<file path="src/rtl/core/dpwp_pkg.sv">
// shared types, constants and helpers for the depth pixel to world point core
package dpwp_pkg;

  localparam int unsigned CFG_IDX_W  = 3;
  localparam int unsigned CFG_DATA_W = 64;
  localparam int unsigned PIX_CMP_W  = 13;

  typedef enum logic [CFG_IDX_W-1:0] {
    REG_PRINCIPAL_POINT = 3'd0,
    REG_INVERSE_FOCAL   = 3'd1,
    REG_INV_DEPTH_SCALE = 3'd2,
    REG_ROTATION_ROW0   = 3'd3,
    REG_ROTATION_ROW1   = 3'd4,
    REG_ROTATION_ROW2   = 3'd5,
    REG_TRANSLATION     = 3'd6
  } cfg_reg_e;

  typedef struct packed {
    logic [15:0]             cx;
    logic [15:0]             cy;
    logic [23:0]             inv_fx;
    logic [23:0]             inv_fy;
    logic [23:0]             inv_depth_scale;
    logic [2:0][2:0][19:0]   rot;
    logic [2:0][20:0]        trans;
  } cfg_t;

  typedef struct packed {
    logic [7:0] blue;
    logic [7:0] green;
    logic [7:0] red;
  } color_t;

  typedef struct packed {
    logic [10:0] column;
    logic [10:0] row;
    logic [15:0] depth;
    color_t      color;
  } pix_t;

  typedef struct packed {
    logic signed [31:0] x;
    logic signed [31:0] y;
    logic signed [31:0] z;
    color_t             color;
  } pt_t;

  localparam logic signed [63:0] SAT_MAX = 64'sd2147483647;
  localparam logic signed [63:0] SAT_MIN = -64'sd2147483648;

  function automatic logic signed [31:0] sat32(input logic signed [63:0] v);
    logic signed [31:0] r;
    if (v > SAT_MAX) begin
      r = 32'sh7FFFFFFF;
    end else if (v < SAT_MIN) begin
      r = 32'sh80000000;
    end else begin
      r = 32'(v);
    end
    return r;
  endfunction

endpackage

</file>
<file path="src/rtl/core/dpwp_cfg_regs.sv">
// configuration register file with write channel
module dpwp_cfg_regs (
  input  logic                             clk_i,
  input  logic                             rst_ni,
  input  logic                             cfg_valid_i,
  output logic                             cfg_ready_o,
  input  logic [dpwp_pkg::CFG_IDX_W-1:0]   cfg_index_i,
  input  logic [dpwp_pkg::CFG_DATA_W-1:0]  cfg_data_i,
  output dpwp_pkg::cfg_t                   cfg_o
);
  import dpwp_pkg::*;

  logic [31:0] pp_q;
  logic [47:0] ifoc_q;
  logic [23:0] ids_q;
  logic [59:0] row0_q, row1_q, row2_q;
  logic [62:0] trans_q;

  assign cfg_ready_o = 1'b1;

  always_ff @(posedge clk_i or negedge rst_ni) begin
    if (!rst_ni) begin
      pp_q    <= '0;
      ifoc_q  <= '0;
      ids_q   <= '0;
      row0_q  <= '0;
      row1_q  <= '0;
      row2_q  <= '0;
      trans_q <= '0;
    end else if (cfg_valid_i) begin
      unique case (cfg_index_i)
        REG_PRINCIPAL_POINT: pp_q    <= cfg_data_i[31:0];
        REG_INVERSE_FOCAL:   ifoc_q  <= cfg_data_i[47:0];
        REG_INV_DEPTH_SCALE: ids_q   <= cfg_data_i[23:0];
        REG_ROTATION_ROW0:   row0_q  <= cfg_data_i[59:0];
        REG_ROTATION_ROW1:   row1_q  <= cfg_data_i[59:0];
        REG_ROTATION_ROW2:   row2_q  <= cfg_data_i[59:0];
        REG_TRANSLATION:     trans_q <= cfg_data_i[62:0];
        default: ;
      endcase
    end
  end

  always_comb begin
    cfg_o.cx              = pp_q[15:0];
    cfg_o.cy              = pp_q[31:16];
    cfg_o.inv_fx          = ifoc_q[23:0];
    cfg_o.inv_fy          = ifoc_q[47:24];
    cfg_o.inv_depth_scale = ids_q;
    cfg_o.rot[0]          = row0_q;
    cfg_o.rot[1]          = row1_q;
    cfg_o.rot[2]          = row2_q;
    cfg_o.trans           = trans_q;
  end

endmodule

</file>
<file path="config.mk">
export PLATFORM = sky130hd
export DESIGN_NAME = dpwp_cfg_regs
export DESIGN_NICKNAME = d
export VERILOG_FILES = /design/src/rtl/core/dpwp_pkg.sv /design/src/rtl/core/dpwp_cfg_regs.sv
export SDC_FILE = /design/constraint.sdc
export NUM_CORES = 1
export LEC_CHECK = 0
export BUFFER_PORTS_ARGS = -buffer_cell sky130_fd_sc_hd__buf_2
export CAP_MARGIN = 30
export CORE_MARGIN = 5
export CORE_UTILIZATION = 51
export DETAILED_ROUTE_END_ITERATION = 8
export MAX_ROUTING_LAYER = met4
export PLACE_DENSITY = 0.89
export SLEW_MARGIN = 20
export SYNTH_ARGS = -nofsm -noshare
export SYNTH_HDL_FRONTEND = slang
export SYNTH_SLANG_ARGS = --single-unit
</file>
<file path="constraint.sdc">
create_clock -name clk_i -period 0.9 [get_ports clk_i]
set_input_delay 0.045 -clock clk_i [delete_from_list [all_inputs] [get_ports clk_i]]
set_output_delay 0.045 -clock clk_i [all_outputs]
set_load 0.05 [all_outputs]
</file>
# After elaboration in Yosys (flattened, before gate mapping)
# Cells that the tools add are included.
[word_totals] reg_bits=347 inputBits=70 out_inout_bits=348 word_cells=21
[op_classes] n_eq_ne=6 n_reduce_logical=8
[ops] cell="2-bit AND reduction" n=7
[ops] cell="3-bit == test (second input constant)" n=3
[ops] cell="3-bit by 2-bit == test with 1-bit output (second input constant)" n=2
[ops] cell="3-bit by 1-bit == test with 1-bit output (second input constant)" n=1
[ops] cell="3-bit zero test" n=1

# Logic depth before layout (Yosys ltp)
[logic_depth] word_depth=2 depth_mapped=5 mapped_depth_nobuf=2

# Worst setup path after synthesis
# OpenSTA, ideal clock, no wires.
[synth_timing] path_type="input to register" start="in cfg_index_i[0] (netlist bit)" end="reg pp_q[19]" setup_ns=0.125 arrival_ns=1.120 t_required_ns=0.775 path_slack_ns=-0.345 stages=4 path_buffers=2 path_cell_list="buf_2 -> nor4b_4 -> buf_6 -> mux2_2"
[synth_via] elab_chain_cells=2
[synth_lines] item="start: declaration" line="dpwp_cfg_regs.sv:7" text="input logic [dpwp_pkg::CFG_IDX_W-1:0] cfg_index_i,"
[synth_lines] item="3-bit zero test" line="dpwp_cfg_regs.sv:31" text="unique case (cfg_index_i)"
[synth_lines] item="2-bit AND reduction (no line)"
[synth_lines] item="end signal: assignment" line="dpwp_cfg_regs.sv:32" text="REG_PRINCIPAL_POINT: pp_q <= cfg_data_i[31:0];"
[synth_lines] item="end: declaration" line="dpwp_cfg_regs.sv:13" text="logic [31:0] pp_q;"
# No other way between the ends.
# A chain may end at the register's enable or synchronous reset.

# Final worst setup path
[layout_timing] start="reg ifoc_q[3]" end="out cfg_o[294] (netlist bit)"
[layout_lines] item="start: declaration" line="dpwp_cfg_regs.sv:14" text="logic [47:0] ifoc_q;"
[layout_lines] item="start signal: assignment" line="dpwp_cfg_regs.sv:33" text="REG_INVERSE_FOCAL: ifoc_q <= cfg_data_i[47:0];"
[layout_lines] item="end: declaration" line="dpwp_cfg_regs.sv:9" text="output dpwp_pkg::cfg_t cfg_o"
# No word-level cell between the ends.

==> flow_summary.toml <==
[timing]
setup_ws_ps = -288
setup_viol = 533
fin_crit_ps = 1190
finClkSkew_ps = 0
post-route-period-util = 1.32
maxSlewHeadroom = 0.659
worst_hold_slack_ps = 170
fmax_mhz = 842
tns_ps = -84810
worst_pin_slew_ps = 512
rsz0062_at_grt = "true"
slew_violations = 0
hold_violations = 0

[clock_network]
worstSkewPairLatency_ps = 500
cts_buffers = 36
path_clk_slew_ps = 70
cts_tree = "done"
cts_root_buf = "clkbuf_16"
htreeDepth = 2
clk_path_buf_depth = 3
cts_num_sinks = 347

[critical_path]
r2r-start = "pp_q[31]"
critPathLaunchType = "flip-flop"
rr_worst_depth = 2
cp.arrival_ps = 1140
path_delay_family = "flip-flops"
regToRegEndpoint = "pp_q[31]"
max_stage_delay_ps = 440
path_cells = "buf_6"
crit_type = "reg -> out"
rrSetupSlack_ps = -90
crit_slowest_cell = "dfrtp_1"
cp_max_fo = 2
end_kind = "primary output"
cp.required_ps = 850
cp_num_buf_inv = 1

[cells_and_area]
stdcell_area_sq_um = 22100
fillers = 959
drive_gt1_frac = 0.765
area_growth_pct = 65.6
final_nets = 1492

[routing]
ant_nets = 0
drcViolationCount = 0
drt-wirelength-per-cell_um = 29.3
route.vias.total = 9932
totalWireLength_um = 52300
dr.pass1.iters = 5
drt-initial-drc-count = 601
viasPerCell = 5.57

[global_routing]
first_global_vias = 11001
antenna_found_initial = 1
gr-total-overflow = 0
grt_use_total = 0.324
grt_pass1_wl_um = 69600
grt_max_degree = 63

[die]
ios = 418
rows = 59
fp.coreArea_sq_um = 25900
start_util = 0.515
die_area_sq_um = 29500
dieHeight_um = 172
chipWidth_um = 172

[outcome]
outcome = "finished with violations"
violations = "setup timing"

[yosys]
synth.distinct_cells = 12
synth-seq-area-share = 0.651
synth-main-ff-cell = "dfrtp_1"
synth_area_leaders = "dfrtp_1 65%, mux2_2 21%, mux2_4 11%"
synthArstFlopShare = 1.00
ys_warn_count = 0
synth_common_cells = "347 x dfrtp_1, 245 x mux2_2, 100 x mux2_4"
synth.most_common_cell = "dfrtp_1"
synth.avg_cell_area_sq_um = 18.0
syn-num-nets = 811
ys_ff_latch = 347
synth_top_area_frac = 0.651
synth_edf_count = 0
synthesis.instances = 741
syn-cell-area_sq_um = 13300
synth_top_area_cell = "dfrtp_1"

[placement]
dp_slack_ps = -468
dp_hpwl_um = 24300
globalplace.congestion = 0.818
port_buffers = 415
post_dp_cell_area_sq_um = 16200

[job]
maxCapViolCount = 0

[min_path]
hp-class = "in -> async"

[pwr]
p_leak_nw = 10.5
peakVddDrop_uv = 2710
total_power_mw = 69.7
cellPowerDensity_nw_per_um2 = 3160
[how the worst max path moves through the flow]
stage / from / to / slack, ps / cells past startpoint
2_1_floorplan: cfg_index_i[0] / ids_q[10] / -250 / 5
3_3_place_gp: cfg_index_i[2] / ifoc_q[0] / -420 / 4
3_5_place_dp: cfg_index_i[2] / pp_q[27] / -470 / 4
4_1_cts: pp_q[31] / cfg_o[330] / -270 / 1
5_1_grt: row1_q[38] / cfg_o[161] / -300 / 1
6_report: ifoc_q[3] / cfg_o[294] / -290 / 1
[placed cells by master (no fill, tap or decap), drive strengths merged]
| master | count |
|---|---|
| and4bb | 2 |
| buf | 616 |
| bufinv | 5 |
| clkbuf | 53 |
| clkinv | 5 |
| clkinvlp | 1 |
| conb | 1 |
| dfrtp | 347 |
| diode | 1 |
| dlygate4sd3 | 65 |
| inv | 1 |
| mux2 | 347 |
| nand4b | 3 |
| nor4b | 1 |
| nor4bb | 1 |
[registers in the layout, summed over array words and instances, names as in the netlist]
name / flops
ids_q: 24
ifoc_q: 48
pp_q: 32
row0_q: 60
row1_q: 60
row2_q: 60
trans_q: 63
[worst min-delay path: stages]
cell and delay [ps]:
dlygate4sd3_1 630, buf_8 180, buf_12 150
[stage by stage]
step / utilization / std cells
floorplan: - / 741
global placement: 0.624 / 1480
detailed placement: 0.624 / 1480
CTS: 0.812 / 1713
global route: 0.853 / 1784
finish: 0.853 / 1784
[repair_timing]
item / 4_1_cts / 5_1_grt
hold buffers: 65 / 0
hold endpoints to repair: 694 / 0
resized for setup: 699 / 138
cloned: 0 / 1
endpoints found under the setup margin: 347 / 474
setup buffers: 104 / 112
pin swaps: 0 / 1
[area by class of cell]
cell class | instances | area [sq um] | share of cell area
Multi-Input combinational cell | 355 | 4590 | 0.208
Tap cell | 335 | 419 | 0.0190
Clock inverter | 12 | 195 | 0.00883
Clock buffer | 52 | 1050 | 0.0476
Antenna cell | 1 | 2.50 | 0.000113
Sequential cell | 347 | 8790 | 0.398
Timing Repair Buffer | 682 | 7050 | 0.319
[layer usage]
| layer | global-route usage | share of wire | vias to the layer above |
|---|---|---|---|
| li1 | - | - | 3989 |
| met1 | 0.341 | 0.34 | 5163 |
| met2 | 0.563 | 0.53 | 587 |
| met3 | 0.0841 | 0.076 | 193 |
| met4 | 0.166 | 0.059 | 0 |
| met5 | - | 0 | - |
[where the power goes]
group          internal [mW]  switching [mW]
logic                   13.0            17.9
registers               19.2            3.46
clock network           9.60            6.57
[cell families (layout without fill, tap and decap cells)]
group / after synthesis / in the layout / synth area share
buf+inv: 39 / 746 / 0.0214
flops: 347 / 347 / 0.651
mux: 347 / 347 / 0.321
other cells: 1 / 2 / 0.000281
simple gates: 7 / 7 / 0.00638
(Power assumes the default switching activity.)
